$ cat config.mk
export PLATFORM = sky130hd
export DESIGN_NAME = ntfsrl_parser
export DESIGN_NICKNAME = d
export VERILOG_FILES = /design/src/hw/rtl/ntfsrl_pkg.sv /design/src/hw/rtl/ntfsrl_parser.sv
export SDC_FILE = /design/constraint.sdc
export NUM_CORES = 1
export LEC_CHECK = 0
export ABC_AREA = 1
export BUFFER_PORTS_ARGS = -buffer_cell sky130_fd_sc_hd__buf_2
export CORE_UTILIZATION = 45
export DETAILED_ROUTE_END_ITERATION = 6
export PLACE_DENSITY = 0.75
export SETUP_SLACK_MARGIN = 0.02
export SYNTH_ARGS = -nofsm -noshare
export SYNTH_HDL_FRONTEND = slang
export SYNTH_SLANG_ARGS = --single-unit
$ cat constraint.sdc
create_clock -name clk -period 23.1 [get_ports clk]
set_input_delay 2.31 -clock clk [delete_from_list [all_inputs] [get_ports clk]]
set_output_delay 2.31 -clock clk [all_outputs]
set_load 0.01 [all_outputs]
$ cat src/hw/rtl/ntfsrl_pkg.sv
// Shared widths, constants, register indexes and the run record type for the run-list decoder.
package ntfsrl_pkg;

  localparam int DATA_W     = 64;
  localparam int HALF_W     = 32;
  localparam int BYTE_W     = 8;
  localparam int NIB_W      = 4;
  localparam int LANES      = DATA_W / BYTE_W;
  localparam int LANE_IDX_W = $clog2(LANES);

  localparam int BPC_W      = 22;
  localparam int PSS_W      = 32;
  localparam int CFG_DATA_W = 32;
  localparam int CFG_IDX_W  = 1;

  localparam int SECTOR_BYTES_DEFAULT = 512;

  localparam logic [BYTE_W-1:0] LEN_NIB_MASK = 8'h0F;
  localparam logic [BYTE_W-1:0] OFF_NIB_MASK = 8'hF0;
  localparam logic [NIB_W-1:0]  MAX_FIELD_BYTES = 4'd8;

  localparam logic [BPC_W-1:0] BPC_RESET = 22'd4096;
  localparam logic [PSS_W-1:0] PSS_RESET = 32'd0;

  localparam logic [CFG_IDX_W-1:0] CFG_BYTES_PER_CLUSTER      = 1'd0;
  localparam logic [CFG_IDX_W-1:0] CFG_PARTITION_START_SECTOR = 1'd1;

  // One decoded run (or list terminator) handed from the parser to the scaler.
  typedef struct packed {
    logic [DATA_W-1:0] clusters;
    logic [DATA_W-1:0] cluster_number;
    logic              list_end;
    logic              format_error;
  } run_t;

endpackage

$ cat src/hw/rtl/ntfsrl_parser.sv
// Header/length/offset byte parser with cluster accumulation and a registered run record.
module ntfsrl_parser import ntfsrl_pkg::*; (
  input  logic              clk,
  input  logic              rst,
  input  logic              in_valid,
  output logic              in_stall,
  input  logic [BYTE_W-1:0] run_byte,
  output logic              run_valid,
  output run_t              run,
  input  logic              run_ready
);

  typedef enum logic [1:0] {PH_HEADER, PH_LENGTH, PH_OFFSET} phase_t;

  phase_t            phase;
  logic [NIB_W-1:0]  len_size;
  logic [NIB_W-1:0]  off_size;
  logic [NIB_W-1:0]  cnt;
  logic [DATA_W-1:0] len_acc;
  logic [DATA_W-1:0] off_acc;
  logic [DATA_W-1:0] cur_cluster;

  logic              accept;
  logic              run_emit;
  logic [NIB_W-1:0]  lo_nib;
  logic [NIB_W-1:0]  hi_nib;
  logic [NIB_W-1:0]  cnt_inc;
  logic [DATA_W-1:0] shifted;
  logic [DATA_W-1:0] len_acc_next;
  logic [DATA_W-1:0] off_acc_next;
  logic [DATA_W-1:0] delta;
  logic [DATA_W-1:0] cluster_next;
  logic              sign;

  assign accept   = in_valid && !in_stall;
  assign in_stall = run_valid && !run_ready;
  assign lo_nib   = NIB_W'(run_byte & LEN_NIB_MASK);
  assign hi_nib   = NIB_W'((run_byte & OFF_NIB_MASK) >> NIB_W);
  assign cnt_inc  = cnt + 1'b1;
  assign shifted  = DATA_W'(run_byte) << (BYTE_W * cnt[LANE_IDX_W-1:0]);

  always_comb begin
    len_acc_next = len_acc;
    off_acc_next = off_acc;
    if (phase == PH_LENGTH) len_acc_next = len_acc | shifted;
    if (phase == PH_OFFSET) off_acc_next = off_acc | shifted;

    // sign of the offset field comes from bit 7 of its top byte
    sign = 1'b0;
    for (int i = 0; i < LANES; i++) begin
      if (off_size == NIB_W'(i + 1) && off_acc_next[BYTE_W*i + BYTE_W - 1]) sign = 1'b1;
    end
    delta = off_acc_next;
    for (int i = 0; i < LANES; i++) begin
      if (off_size != '0 && NIB_W'(i) >= off_size) delta[BYTE_W*i +: BYTE_W] = {BYTE_W{sign}};
    end
    cluster_next = cur_cluster + delta;

    // a record leaves on the last byte of a run or on a terminating header
    unique case (phase)
      PH_LENGTH: run_emit = accept && cnt_inc >= len_size && off_size == '0;
      PH_OFFSET: run_emit = accept && cnt_inc >= off_size;
      default:   run_emit = accept && (run_byte == '0 || lo_nib > MAX_FIELD_BYTES ||
                                       hi_nib > MAX_FIELD_BYTES);
    endcase
  end

  always_ff @(posedge clk) begin
    if (rst) begin
      phase       <= PH_HEADER;
      len_size    <= '0;
      off_size    <= '0;
      cnt         <= '0;
      len_acc     <= '0;
      off_acc     <= '0;
      cur_cluster <= '0;
      run_valid   <= 1'b0;
    end else begin
      if (run_emit) run_valid <= 1'b1;
      else if (run_ready) run_valid <= 1'b0;
      if (accept) begin
        unique case (phase)
          PH_LENGTH: begin
            len_acc <= len_acc_next;
            if (cnt_inc >= len_size) begin
              cnt <= '0;
              if (off_size == '0) begin
                phase              <= PH_HEADER;
                cur_cluster        <= cluster_next;
                run.clusters       <= len_acc_next;
                run.cluster_number <= cluster_next;
                run.list_end       <= 1'b0;
                run.format_error   <= 1'b0;
              end else begin
                phase <= PH_OFFSET;
              end
            end else begin
              cnt <= cnt_inc;
            end
          end
          PH_OFFSET: begin
            off_acc <= off_acc_next;
            if (cnt_inc >= off_size) begin
              cnt                <= '0;
              phase              <= PH_HEADER;
              cur_cluster        <= cluster_next;
              run.clusters       <= len_acc_next;
              run.cluster_number <= cluster_next;
              run.list_end       <= 1'b0;
              run.format_error   <= 1'b0;
            end else begin
              cnt <= cnt_inc;
            end
          end
          default: begin
            phase <= PH_HEADER;
            if (run_byte == '0) begin
              // end of list
              cur_cluster        <= '0;
              run.clusters       <= '0;
              run.cluster_number <= '0;
              run.list_end       <= 1'b1;
              run.format_error   <= 1'b0;
            end else if (lo_nib > MAX_FIELD_BYTES || hi_nib > MAX_FIELD_BYTES) begin
              cur_cluster        <= '0;
              cnt                <= '0;
              run.clusters       <= '0;
              run.cluster_number <= '0;
              run.list_end       <= 1'b1;
              run.format_error   <= 1'b1;
            end else begin
              len_size <= lo_nib;
              off_size <= hi_nib;
              cnt      <= '0;
              len_acc  <= '0;
              off_acc  <= '0;
              phase    <= (lo_nib != '0) ? PH_LENGTH : PH_OFFSET;
            end
          end
        endcase
      end
    end
  end

endmodule

-- Word level (Yosys, flattened, before mapping)
Index checks and enable logic that the tools add are counted.
W data, S select, Z words.
- order comparisons: 12
- shift-type cells: 1
- bitwise operators: 8
- equal/unequal tests: 18
- $add $sub $neg: 2
- reduce and logical (&&, ||, !) cells: 41
- mux-type cells: 48
- operators with widths (cell ; number):
    $mux W130 ; 5
    $mux W64 ; 9
    $pmux W64 S2 ; 3
    $pmux W130 S2 ; 1
    $or A64 B64 Y64 ; 2
    $add A64 B64 Y64 ; 1
    $mux W8 ; 8
    $shl A8 B6 Y64 ; 1
    $logic_and A1 B1 Y1 ; 22
    $eq A4 B3 Y1 const B ; 4
    $ge A3 B4 Y1 const A ; 4
    $mux W2 ; 6
    $mux W4 ; 3
    $reduce_and A4 Y1 ; 3
    $reduce_bool A4 Y1 ; 3
    $mux W1 ; 10
    $eq A4 B2 Y1 const B ; 2
    $ge A1 B4 Y1 const A ; 2
    $ge A2 B4 Y1 const A ; 2
    $ge A4 B4 Y1 ; 2
    $gt A4 B4 Y1 const B ; 2
    $logic_not A8 Y1 ; 1
    $ne A2 B2 Y1 const B ; 4
    $pmux W4 S2 ; 1
    19 further kinds ; 29
- input bits: 12
- logic and storage cells: 142
- output and inout bits: 132
- register bits after elaboration: 337

-- Depth between registers and ports, before layout
- depth after elaboration: 17
- depth in mapped cells: 25
- mapped depth without buffers: 25

-- Worst setup path after synthesis
Ideal clock, no wire load.
- path type: input to register
- start point: input port run_byte[5]
- end point: register run[0] (netlist name), enable pin
- data required time: 22.479 ns
- arrival: 8.753 ns
- stages: 10
- path slack: 13.725 ns
- buffers on the path: 1
- setup time: 0.621 ns
- cells stage by stage: inv_1 > nand3_1 > nor3_2 > nor2_1 > inv_2 > nor2_2 > nor2_4 > nand3_4 > clkbuf_1 > nor2_1
- cells in the longest elaborated chain, start to end: 4
- elaborated cells on any way between the ends: 5
- those cells by class: 1 x order compare; 4 x reduce/logical
- ends and longest elaborated chain (what ; RTL line ; text):
    start, declared ; ntfsrl_parser.sv:7 ; input logic [BYTE_W-1:0] run_byte,
    $gt A4 B4 Y1 ; ntfsrl_parser.sv:124 ; end else if (lo_nib > MAX_FIELD_BYTES || hi_nib > MAX_FIELD_BYTES) begin
    $logic_or A1 B1 Y1 ; ntfsrl_parser.sv:124 ;
    $reduce_bool A4 Y1 (no line) (*) ; - ;
    $reduce_and A6 Y1 (no line) (*) ; - ;
    end, declared ; ntfsrl_parser.sv:9 ; output run_t run,
Every way passes the cells marked *; elsewhere a longest branch is shown, timed or not.
A chain may end at the register's enable or synchronous reset.

-- Worst setup path in the final report
- start point: input port run_byte[7]
- end point: register run[63] (netlist name) (data pin)
- cells in the longest elaborated chain, start to end: 17
- elaborated cells on any way between the ends: 34
- those cells by class: 1 x add/sub; 1 x shift; 22 x mux; 1 x bitwise; 9 x reduce/logical
- ends and longest elaborated chain (what ; RTL line ; text):
    $shl A8 B6 Y64 ; ntfsrl_parser.sv:40 ; assign shifted = DATA_W'(run_byte) << (BYTE_W * cnt[LANE_IDX_W-1:0]);
    $or A64 B64 Y64 ; ntfsrl_parser.sv:46 ; if (phase == PH_OFFSET) off_acc_next = off_acc | shifted;
    $mux W64 ; ntfsrl_parser.sv:46 ;
    $logic_and A1 B1 Y1 ; ntfsrl_parser.sv:51 ; if (off_size == NIB_W'(i + 1) && off_acc_next[BYTE_W*i + BYTE_W - 1]) sign = 1'b1;
    $mux W1 (8 in a row) ; ntfsrl_parser.sv:51 ;
    $mux W8 ; ntfsrl_parser.sv:55 ; if (off_size != '0 && NIB_W'(i) >= off_size) delta[BYTE_W*i +: BYTE_W] = {BYTE_W{sign}};
    $add A64 B64 Y64 ; ntfsrl_parser.sv:57 ; cluster_next = cur_cluster + delta;
    $mux W130 ; ntfsrl_parser.sv:87 ; if (off_size == '0) begin
    $mux W130 ; ntfsrl_parser.sv:85 ; if (cnt_inc >= len_size) begin
    $pmux W130 S2 (*) ; ntfsrl_parser.sv:82 ; unique case (phase)
Every way passes the cells marked *; elsewhere a longest branch is shown, timed or not. The select of a mux whose other input is x is not followed.

==> reports/qor.yml <==
status: "finished, final reports clean"
cts_tree: "built"
pwr-share-clk_pct: 38.2
cts_made_buffers: 39
nets: 2837
ys_ff_latch: 337
gp_congestion: 1.01
hold_start: "off_acc[3]"
portBuffers: 143
rsz0062_at_grt: "false"
worstRegToRegCells: 24
synthCells: 2651
cts.reportedPaths.clkPinSlew_ns: 0.06
htree_levels: 2
setup_viol: 0
post-route-util_pct: 51.8
cts.sinks: 337
cts_setup_buffers: 0
synth_common_cells: "493 x nand2_1, 370 x inv_1, 357 x a21oi_1, 350 x nor2_1, 207 x dfxtp_1"
core_um2: 41300
worstSetupStartpointType: "primary input"
clock_skew_ns: 0.0234
synthTopCellsByArea: "dfxtp_1 22%, edfxtp_1 20%, nand2_1 9.7%"
maxCapViolCount: 0
p_switching_mw: 0.529
slew_headroom_pct: 19.2
clockBufferDepth: 3
end_kind: "flop"
dpl.hpwl_mm: 47.9
grt_pass1_wl_mm: 97.7
area_delta_synth_final_pct: 12.4
worstPathRequired_ns: 23.41
synth-seq-area-share_pct: 42.3
tightest_slew_ns: 1.21
peakVddDrop_v: 0.0000555
first_pass_iters: 6
min_period_ns: 6.48
criticalPathCategory: "primary input to flop"
hold_depth: 2
syn-num-nets: 2739
pin_count: 144
grt_max_degree: 92
syn_area_per_cell_um2: 7.18
synth_cell_type_count: 46
yosysTopAreaCell: "dfxtp_1"
synth_edf_count: 130
r2r-start: "cnt[1]"
hold_violations: 0
power.internal_mw: 1.13
drtIter0Drc: 1946
syn_area_um2: 19000
worstPathArrival_ns: 6.80
initial_core_util_pct: 46.1
hp-class: "flop to flop"
cellPowerDensity_nw_per_um2: 77.4
final_max_slew_viol_count: 0
dieArea_um2: 43100
drc: 0
critPathMaxFanout: 8
drt-total-wl_mm: 62.9
synthArstFlopShare_pct: 0
p_leak_nw: 8.76
holdPathEnd: "off_acc[3]"
antenna_found_initial: 0
clock.fmax_ghz: 0.154
grt_usage_pct: 28.9
layout-drive-gt1-share_pct: 10.0
rrSetupSlack_ns: 17.35
gr-total-overflow: 0
fin_crit_sh_pct: 28.1
power_frac_comb_pct: 21.0
drtAntennaViolNets: 0
via_per_inst: 5.49
holdBufCountCts: 0
vias: 18200
rows: 74
synthFlopType: "dfxtp_1"
finalSetupTns_ns: 0
worstReg2RegEnd: "run[63]"
power.share.switching_pct: 31.9
clock_latency_ns: 0.57
synth-warning-count: 0
first_global_vias: 17000
ctsResizeCount: 0
root_buffer: "clkbuf_16"
netlist.area_leader.share_pct: 21.8
post_drt_wl_per_cell_um: 19.0
die_h_um: 208
yosysMostFrequentCell: "nand2_1"
fp.dieW_um: 208
seqPwrFrac_pct: 40.8
-- power by group through the flow --
stage | clock, mW | sequential (mW) | combinational (mW)
floorplan | 0 | 0.694 | 0.229
global placement | 0 | 0.688 | 0.337
detailed placement | 0 | 0.688 | 0.341
CTS | 0.644 | 0.676 | 0.342
global route | 0.670 | 0.679 | 0.384
finish | 0.634 | 0.676 | 0.348
-- layout make-up --
class,count,area (um^2)
multi-input cells,1837,9140
diodes,1,2.50
clock inverters,24,249
fillers,3996,19900
well taps,532,666
inverters,376,1410
clock buffers,48,1060
flip-flops and latches,337,8050
repair buffers,158,831
-- how the worst max path moves through the flow --
stage	startpoint	end	slack [ns]	cells past startpoint
floorplan	run_byte[5]	run[0]	13.73	10
global placement	run_byte[7]	run[63]	16.03	25
detailed placement	run_byte[7]	run[63]	16.11	25
CTS	run_byte[7]	run[63]	16.69	25
global route	run_byte[7]	run[63]	16.33	25
finish	run_byte[7]	run[63]	16.62	25
-- worst max-delay path, cell delays in order --
cell and delay [ns]:
buf_2 0.14, inv_1 0.17, nor2_2 0.12, nand4_1 0.24, nand2_1 0.13, nand2_1 0.07, nand2_1 0.04, nor2_1 0.15
nand3_1 0.27, nor2_1 0.60, a31oi_1 0.26, ha_1 0.41, nand2_1 0.10, nor2_1 0.16, inv_1 0.07, nor2_1 0.09
inv_1 0.10, nor3_1 0.42, nand2_1 0.10, nand3_1 0.21, nand3_1 0.29, nand2_1 0.13, nand2_1 0.05, nand3_1 0.11
inv_1 0.05
-- registers in the layout, summed over array words and instances (netlist names) --
name	flops
phase	2
off_size	4
len_size	4
run_valid	1
off_acc	64
run	130
len_acc	64
cnt	4
cur_cluster	64
-- placed cells by master, fill, tap and decap left out, types with 5 or more instances in the layout --
cell	instances
nand2_1	493
inv_1	367
a21oi_1	357
nor2_1	348
dfxtp_1	207
o21ai_0	184
nand3_1	144
buf_2	142
edfxtp_1	130
ha_1	74
o21bai_1	46
nor3_1	44
clkbuf_16	40
nand4_1	21
or2_2	21
o21ai_1	20
a21oi_2	20
buf_4	16
clkinv_1	11
nand3b_1	10
a31oi_1	9
clkinv_2	8
a211oi_1	6
clkbuf_1	5
-- per-stage QoR --
step | worst slack (ns) | power (mW) | area (um^2) | std cells | hold WS [ns]
floorplan | 13.73 | 0.923 | 19000 | 2651 | 0.432
global placement | 16.03 | 1.03 | 20100 | 3240 | 0.441
detailed placement | 16.11 | 1.03 | 20100 | 3240 | 0.445
CTS | 16.69 | 1.66 | 21400 | 3312 | 0.455
global route | 16.33 | 1.73 | 21400 | 3312 | 0.470
finish | 16.62 | 1.66 | 21400 | 3313 | 0.452
-- metal layers --
metal  wire [um]  track usage (%)
met3        3960             3.21
met5           0                0
met4        1920             9.83
met2       28100             45.8
met1       29000             40.8
-- cells by family after synthesis --
| kind of cell | share of synthesized area [%] |
|---|---|
| compound gates | 18.7 |
| xor+xnor | 0.138 |
| fa+ha+maj | 5.03 |
| buf+inv | 9.83 |
| flops | 42.3 |
| simple gates | 24.0 |
Note: power is estimated with default switching activity, not from simulation.
